$ cat config.mk
export PLATFORM = sky130hd
export DESIGN_NAME = skc_ram
export DESIGN_NICKNAME = d
export VERILOG_FILES = /design/src/skc_ram.sv
export SDC_FILE = /design/constraint.sdc
export NUM_CORES = 1
export LEC_CHECK = 0
export BUFFER_PORTS_ARGS = -buffer_cell sky130_fd_sc_hd__buf_2
export CAP_MARGIN = 20
export CORE_MARGIN = 4
export CORE_UTILIZATION = 50
export DETAILED_ROUTE_END_ITERATION = 6
export HOLD_SLACK_MARGIN = 0.02
export PLACE_DENSITY = 0.68
export RECOVER_POWER = 100
export SKIP_LAST_GASP = 1
export SLEW_MARGIN = 20
export SYNTH_ARGS = -nofsm -noshare
export SYNTH_HDL_FRONTEND = slang
export SYNTH_SLANG_ARGS = --single-unit
$ cat constraint.sdc
create_clock -name clock -period 1.7 [get_ports clock]
set_input_delay 0.17 -clock clock [delete_from_list [all_inputs] [get_ports clock]]
set_output_delay 0.17 -clock clock [all_outputs]
set_load 0.02 [all_outputs]
$ cat src/skc_ram.sv
// Generic simple dual-port RAM, one write and one registered read port.
// No dependencies.
module skc_ram #(
   parameter int WIDTH = 8,
   parameter int DEPTH = 64
) (
   input  logic                     clock,
   input  logic                     we,
   input  logic [$clog2(DEPTH)-1:0] waddr,
   input  logic [WIDTH-1:0]         wdata,
   input  logic [$clog2(DEPTH)-1:0] raddr,
   output logic [WIDTH-1:0]         rdata
);
   logic [WIDTH-1:0] mem [DEPTH];
   logic [WIDTH-1:0] rdata_ff;

   always_ff @(posedge clock) begin
      if (we) mem[waddr] <= wdata;
      rdata_ff <= mem[raddr];
   end

   assign rdata = rdata_ff;
endmodule

Word level (Yosys, flattened, before mapping)
Memories as Yosys holds them, arrays and structs flattened. A register that Yosys moved wholly into a read port is not among the register bits.
Cells that the tools add are included.
Word-level totals
  bits in registers: 0
  memory bits (writable): 512
  input port bits: 22
  output and inout port bits: 8
  logic and storage cells: 3
  memories kept: 1
Operators by class
  multiplexer cells: 2
Memories
  mem: depth 64, bits a word 8, rd ports 1, clocked after memory_dff 1, write ports 1, line 14  | logic [WIDTH-1:0] mem [DEPTH];
Operators by type and width (count)
  1-bit 2-to-1 mux: 2

Depth between registers and ports, before layout
Gate-level depths: netlist of run 1.
  depth after elaboration: 2
  mapped depth: 9
  mapped depth without buffers: 5

Worst setup path after synthesis of run 1
Ideal clock, no wire load.
  path kind: input to register
  start: in raddr[1]
  end: reg rdata_ff[3], in the netlist rdata[3] (read register of mem)
  library setup time: 0.128 ns
  arrival time: 1.710 ns
  required time: 1.572 ns
  setup slack: -0.138 ns
  stages: 7
  path buffers: 3
  path through: buf_4 > buf_2 > buf_2 > mux4_2 > mux4_2 > o21ai_1 > o41ai_1
RTL lines
  start, declared: line 11  | input logic [$clog2(DEPTH)-1:0] raddr,
  end, declared: line 15  | logic [WIDTH-1:0] rdata_ff;

==> impl_metrics.csv, run 1 <==
group,metric,value,unit
drt,drtPass1Iterations,5,
sta,rsz0062_at_grt,"true",
synthesis,async_flop_share,0,
sta,skew,0.0217,ns
placed_design,gp_congestion,0.830,
clock_tree,path_clk_slew,0.06,ns
die,die_h,209,um
outcome,violations,"capacitance limit, slew limit, setup timing",
critical_path,max_stage_delay,0.54,ns
synthesis,ys.warnings.count,0,
worst_hold_path,hp-class,"in2reg",
layout,area_delta_synth_final,16.3,%
synthesis,synth.avg_cell_area,21.5,um^2
die,coreArea,0.0398,mm^2
power,max-vdd-ir-drop,1050,uV
die,rows,73,
layout,nets,1149,
sta,period_share,1.10,
die,initial_core_util,0.506,
global_route,grt_use_total,0.209,
critical_path,rr_worst_depth,5,
drt,drt_iter0_drc,1067,
sta,max_freq,534,MHz
critical_path,cp.required,2.17,ns
flow_run,maxCapViolations,1,
critical_path,startpoint_type,"flip-flop",
layout,final_common_cell,"edfxtp_1",
sta,min_period,1.87,ns
layout,final_cell_mix,"edfxtp_1 (512), mux4_2 (126), clkbuf_1 (100), nor2_1 (80), buf_4 (63)",
drt,vias,10099,
layout,diodes,0,
drt,ant_nets,0,
global_route,antenna_found_initial,1,
synthesis,ys_types,40,
critical_path,cp-end-kind,"flip-flop",
die,dieArea,0.0436,mm^2
global_route,grt_overflow,0,
power,p_leak,7.39,nW
sta,max_slew_margin,-0.0673,
placed_design,dp_hpwl,28.5,mm
outcome,outcome,"complete, but fails checks",
placed_design,pre_cts_slack,-0.779,ns
sta,maxSlewViolCount,34,
power,p_per_area,1150,mW/mm^2
die,die_w,209,um
critical_path,worstPathMaxFanout,1,
clock_tree,clkSinkCount,520,
critical_path,arrival,2.35,ns
synthesis,synthesis.nets,962,
global_route,grt_max_degree,65,
synthesis,syn-cell-area,0.0202,mm^2
critical_path,cp_slowest_cell,"mux4_2",
placed_design,port_buffers,29,
drt,post_drt_wl_per_cell,26.5,um
layout,drive_above_1_share,0.272,
synthesis,synth_seq_cells,520,
synthesis,synth_edf_count,512,
clock_tree,clockRootBuffer,"clkbuf_16",
die,io_pins,30,
critical_path,crit_chain,"mux4_2 -> mux4_2 -> nor2_4 -> nor3_1 -> o2bb2ai_1",
sta,fin_setup_tns,-0.894,ns
synthesis,syn_inst,940,
power,p_total,27.0,mW
critical_path,timing.setup.critical_path_class,"reg2reg",
critical_path,cp_common_cell,"mux4_2",
drt,drc,0,
sta,finalSetupViolCount,8,
global_route,grt_pass1_wl,67.9,mm
synthesis,ys_seq_area_frac,0.770,
drt,avgViaCountPerCell,5.97,
clock_tree,postCtsSetupBuffers,0,
sta,finalHoldViolCount,0,
sta,worst_pin_slew,1.60,ns
clock_tree,cts_tree,"done",
clock_tree,clockBufferDepth,3,
clock_tree,clock_latency,0.59,ns
sta,setup_slack,-0.173,ns
worst_hold_path,hold_path_depth,3,
synthesis,synth_ff_type,"edfxtp_1",
global_route,grt_pass1_vias,10410,
drt,wl,44.9,mm
clock_tree,cts-htree-levels,2,
clock_tree,numCtsBuffers,50,
critical path, delay by kind of cell, from the launching register on:
kind	cells	cell delay (ns)
flip-flops	1	0.38
AO/OA/AOI/OAI	1	0.15
AND/OR/NAND/NOR	2	0.19
multiplexers	2	1.06
repair_timing:
item                                    CTS  global route
endpoints found under the hold margin     1             0
pin swaps                                 5             1
hold buffers                              1             0
endpoints found under the setup margin    8             8
resized for setup                        25             1
cells by family (layout without fill, tap and decap cells):
kind of cell    Yosys count  after routing  synth area share
buf+inv                  51            278            0.0157
compound gates           54             54            0.0207
flops                   520            520             0.770
simple gates            153            153            0.0339
mux                     162            162             0.159
per-stage QoR:
step,utilization,std cells,cell area [um^2],hold WS [ns]
2_1_floorplan,-,940,20200,0.269
3_3_place_gp,0.552,1599,22000,0.619
3_5_place_dp,0.552,1599,22000,0.616
4_1_cts,0.597,1692,23800,0.0188
5_1_grt,0.589,1692,23500,0.0549
6_report,0.589,1692,23500,0.0403
synthesized netlist by cell type (3+ instances only):
library cell	n	share of area
o221ai_1	8	0.0035
o2111ai_1	3	0.0013
buf_2	11	0.0027
nand3_1	13	0.0032
nor3_1	7	0.0017
edfxtp_1	512	0.76
a22oi_1	3	0.0011
a21oi_1	3	0.00074
mux2_2	13	0.0073
buf_1	4	0.00074
clkbuf_1	17	0.0032
buf_4	13	0.0048
a221oi_1	6	0.0026
nand2_1	19	0.0035
nand3b_1	3	0.0011
a211oi_1	4	0.0015
mux2i_1	23	0.011
o22ai_1	8	0.0025
nor2b_1	14	0.0043
mux4_2	126	0.14
o2bb2ai_1	3	0.0013
nor2_1	83	0.015
nand2b_1	7	0.0022
dfxtp_1	8	0.0079
buf_6	4	0.0022
layout make-up:
| cell class | count | area, um^2 |
|---|---|---|
| Clock buffer | 60 | 1330 |
| Clock inverter | 32 | 344 |
| Fill cell | 2964 | 16400 |
| Multi-Input combinational cell | 369 | 4440 |
| Sequential cell | 520 | 15500 |
| Tap cell | 525 | 657 |
| Timing Repair Buffer | 186 | 1150 |
report_power, final:
part           total (mW)  leakage (nW)  switching [mW]  internal [mW]
sequential           14.2          4.67          0.0478           14.2
clock                11.2         0.817            4.61           6.63
combinational        1.49          1.90           0.874          0.613
total                27.0          7.39            5.53           21.4
metal layers:
metal	track usage	vias to the layer above	part of all wire
met2	0.339	422	0.50
met4	0.0619	2	0.026
met3	0.0359	76	0.074
li1	-	4302	-
met5	0	-	0.00029
met1	0.298	5297	0.40
state kept, by name (all words and copies together) (netlist names):
name	cells
rdata	8
mem	512
worst paths after layout:
path	startpoint	end	slack [ns]
worst max-delay path	mem[3][0]$_DFFE_PP_	rdata[0]$_DFF_P_	-0.17
worst min-delay path	raddr[5]	rdata[4]$_DFF_P_	0.04
worst max register to register	mem[3][0]$_DFFE_PP_	rdata[0]$_DFF_P_	-0.17
worst min register to register	mem[31][4]$_DFFE_PP_	rdata[4]$_DFF_P_	0.86
No activity file was read; power rests on OpenSTA's default activity.
==> run 2, diff against run 1 <==
--- a/config.mk
+++ b/config.mk
@@ -5,13 +5,13 @@
 export SDC_FILE = /design/constraint.sdc
 export NUM_CORES = 1
 export LEC_CHECK = 0
-export BUFFER_PORTS_ARGS = -buffer_cell sky130_fd_sc_hd__buf_2
+export BUFFER_PORTS_ARGS = -buffer_cell sky130_fd_sc_hd__buf_4
 export CAP_MARGIN = 20
 export CORE_MARGIN = 4
 export CORE_UTILIZATION = 50
 export DETAILED_ROUTE_END_ITERATION = 6
 export HOLD_SLACK_MARGIN = 0.02
-export PLACE_DENSITY = 0.68
+export PLACE_DENSITY = 0.66
 export RECOVER_POWER = 100
 export SKIP_LAST_GASP = 1
 export SLEW_MARGIN = 20
==> constraint.sdc (replaced) <==
create_clock -name clock -period 2.1 [get_ports clock]
set_input_delay 0.21 -clock clock [delete_from_list [all_inputs] [get_ports clock]]
set_output_delay 0.21 -clock clock [all_outputs]
set_load 0.02 [all_outputs]
==> impl_metrics.csv, run 2 (synthesis results as in run 1) <==
group,metric,value,unit
outcome,outcome,"finished, final reports clean",
sta,fin_setup_tns,0,ns
global_route,grt_pass1_vias,10283,
critical_path,cp_slowest_cell,"mux4_2",
power,p_per_area,930,mW/mm^2
worst_hold_path,hp-class,"in2reg",
sta,max_freq,500,MHz
sta,max_slew_margin,0.0416,
global_route,antenna_found_initial,1,
sta,finalSetupViolCount,0,
critical_path,timing.setup.critical_path_class,"reg2reg",
flow_run,maxCapViolations,0,
drt,drt_iter0_drc,979,
sta,maxSlewViolCount,0,
layout,diodes,0,
placed_design,port_buffers,29,
worst_hold_path,holdCritStartpoint,"raddr[4]",
global_route,grt_pass1_wl,66.7,mm
sta,finalHoldViolCount,0,
clock_tree,numCtsBuffers,53,
critical_path,rr_worst_depth,6,
critical_path,crit_chain,"mux4_2 -> mux2_2 -> o221a_2 -> nor3_1 -> buf_4 -> o32ai_1",
die,initial_core_util,0.506,
drt,avgViaCountPerCell,5.91,
worst_hold_path,hold-path-endpoint,"rdata[0]$_DFF_P_",
sta,min_period,2.00,ns
critical_path,arrival,2.44,ns
critical_path,max_stage_delay,0.48,ns
drt,wl,44.5,mm
power,p_leak,7.30,nW
power,max-vdd-ir-drop,706,uV
sta,rsz0062_at_grt,"false",
sta,period_share,0.952,
layout,area_delta_synth_final,15.2,%
critical_path,worstPathMaxFanout,1,
die,io_pins,30,
placed_design,gp_congestion,0.825,
drt,post_drt_wl_per_cell,26.6,um
critical_path,rr_endpoint,"rdata[4]$_DFF_P_",
clock_tree,clockRootBuffer,"clkbuf_16",
clock_tree,clkSinkCount,520,
layout,largest_reg_flops,512,
placed_design,placed_cells,1578,
placed_design,dp_hpwl,28.0,mm
drt,drc,0,
worst_hold_path,hold_path_depth,3,
layout,final_cell_mix,"edfxtp_1 (512), mux4_2 (126), clkbuf_1 (91), nor2_1 (83), buf_4 (57)",
drt,vias,9896,
drt,ant_nets,0,
layout,final_common_cell,"edfxtp_1",
sta,whs,0.122,ns
die,dieArea,0.0436,mm^2
global_route,grt_max_degree,65,
global_route,grt_overflow,0,
sta,worst_pin_slew,1.44,ns
clock_tree,path_clk_slew,0.06,ns
layout,regMostFlops,"mem",
critical_path,startpoint_type,"flip-flop",
layout,nets,1131,
layout,final-instance-count-excl-fill,1675,
drt,drtPass1Iterations,5,
critical_path,r2r_setup_slack,0.10,ns
die,die_h,209,um
global_route,grt_use_total,0.207,
critical_path,r2r-start,"mem[29][4]$_DFFE_PP_",
critical_path,cp.required,2.54,ns
layout,drive_above_1_share,0.254,
die,coreArea,0.0398,mm^2
sta,skew,0.0126,ns
clock_tree,clock_latency,0.58,ns
die,rows,73,
clock_tree,cts-htree-levels,2,
clock_tree,cts_tree,"done",
clock_tree,clockBufferDepth,3,
critical_path,cp-end-kind,"flip-flop",
die,die_w,209,um
==> run 2: cell count changes in the layout (fill, tap and decap cells not counted), sizes merged <==
cell and delta:
clkbuf -7, clkinvlp -1, clkinv +8, bufinv -3, buf -12, inv -2
==> run 2: how the worst max path moves through the flow <==
stage	cells past startpoint	slack, ns	start	end
6_report	6	0.10	mem[29][4]$_DFFE_PP_	rdata[4]$_DFF_P_
5_1_grt	6	0.05	mem[29][4]$_DFFE_PP_	rdata[4]$_DFF_P_
4_1_cts	6	0.09	mem[29][6]$_DFFE_PP_	rdata[6]$_DFF_P_
3_5_place_dp	9	-0.23	raddr[0]	rdata[3]$_DFF_P_
3_3_place_gp	9	-0.22	raddr[0]	rdata[3]$_DFF_P_
2_1_floorplan	7	0.22	raddr[1]	rdata[3]$_DFF_P_
==> run 2: where the power goes <==
part	switching [mW]	leakage (nW)	internal, mW
combinational	0.693	1.82	0.479
clock	3.72	0.810	5.18
sequential	0.0373	4.67	11.5
==> run 2: layout make-up <==
| cell class | count | area, um^2 |
|---|---|---|
| clock buffer | 62 | 1390 |
| fill | 2964 | 16600 |
| sequential | 520 | 15500 |
| tap | 525 | 657 |
| multi-input combinational | 369 | 4320 |
| timing repair buffer | 165 | 1070 |
| clock inverter | 34 | 254 |
==> run 2: per-stage QoR <==
stage / power, mW / util / setup WS (ns) / area, um^2
after global placement: 12.9 / 0.550 / -0.221 / 21900
after floorplan: 12.4 / - / 0.222 / 20200
final: 21.6 / 0.583 / 0.101 / 23200
after global routing: 22.3 / 0.583 / 0.0491 / 23200
after CTS: 21.8 / 0.592 / 0.0917 / 23600
after detailed placement: 13.0 / 0.550 / -0.235 / 21900
==> run 2: per-layer routing <==
layer | part of all wire | vias to the layer above | routed length (um) | track usage
met4 | 0.030 | 2 | 1350 | 0.0720
met3 | 0.079 | 93 | 3500 | 0.0390
li1 | - | 4271 | - | -
met1 | 0.42 | 5163 | 18500 | 0.300
met2 | 0.48 | 367 | 21200 | 0.321
met5 | 0.00045 | - | 20 | 0
==> run 2: repair_timing <==
action	CTS	global route
endpoints found under the setup margin	0	1
endpoints found under the hold margin	5	0
setup buffers	0	0
hold buffers	1	0
resized for setup	0	1
==> run 2: critical path, delay by kind of cell, from the launching register on <==
kind                   cells  cell delay (ns)
AOI/OAI and AO/OA          2             0.36
DFF                        1             0.36
and+or+nand+nor            1             0.20
muxes                      2             0.77
buffers and inverters      1             0.17
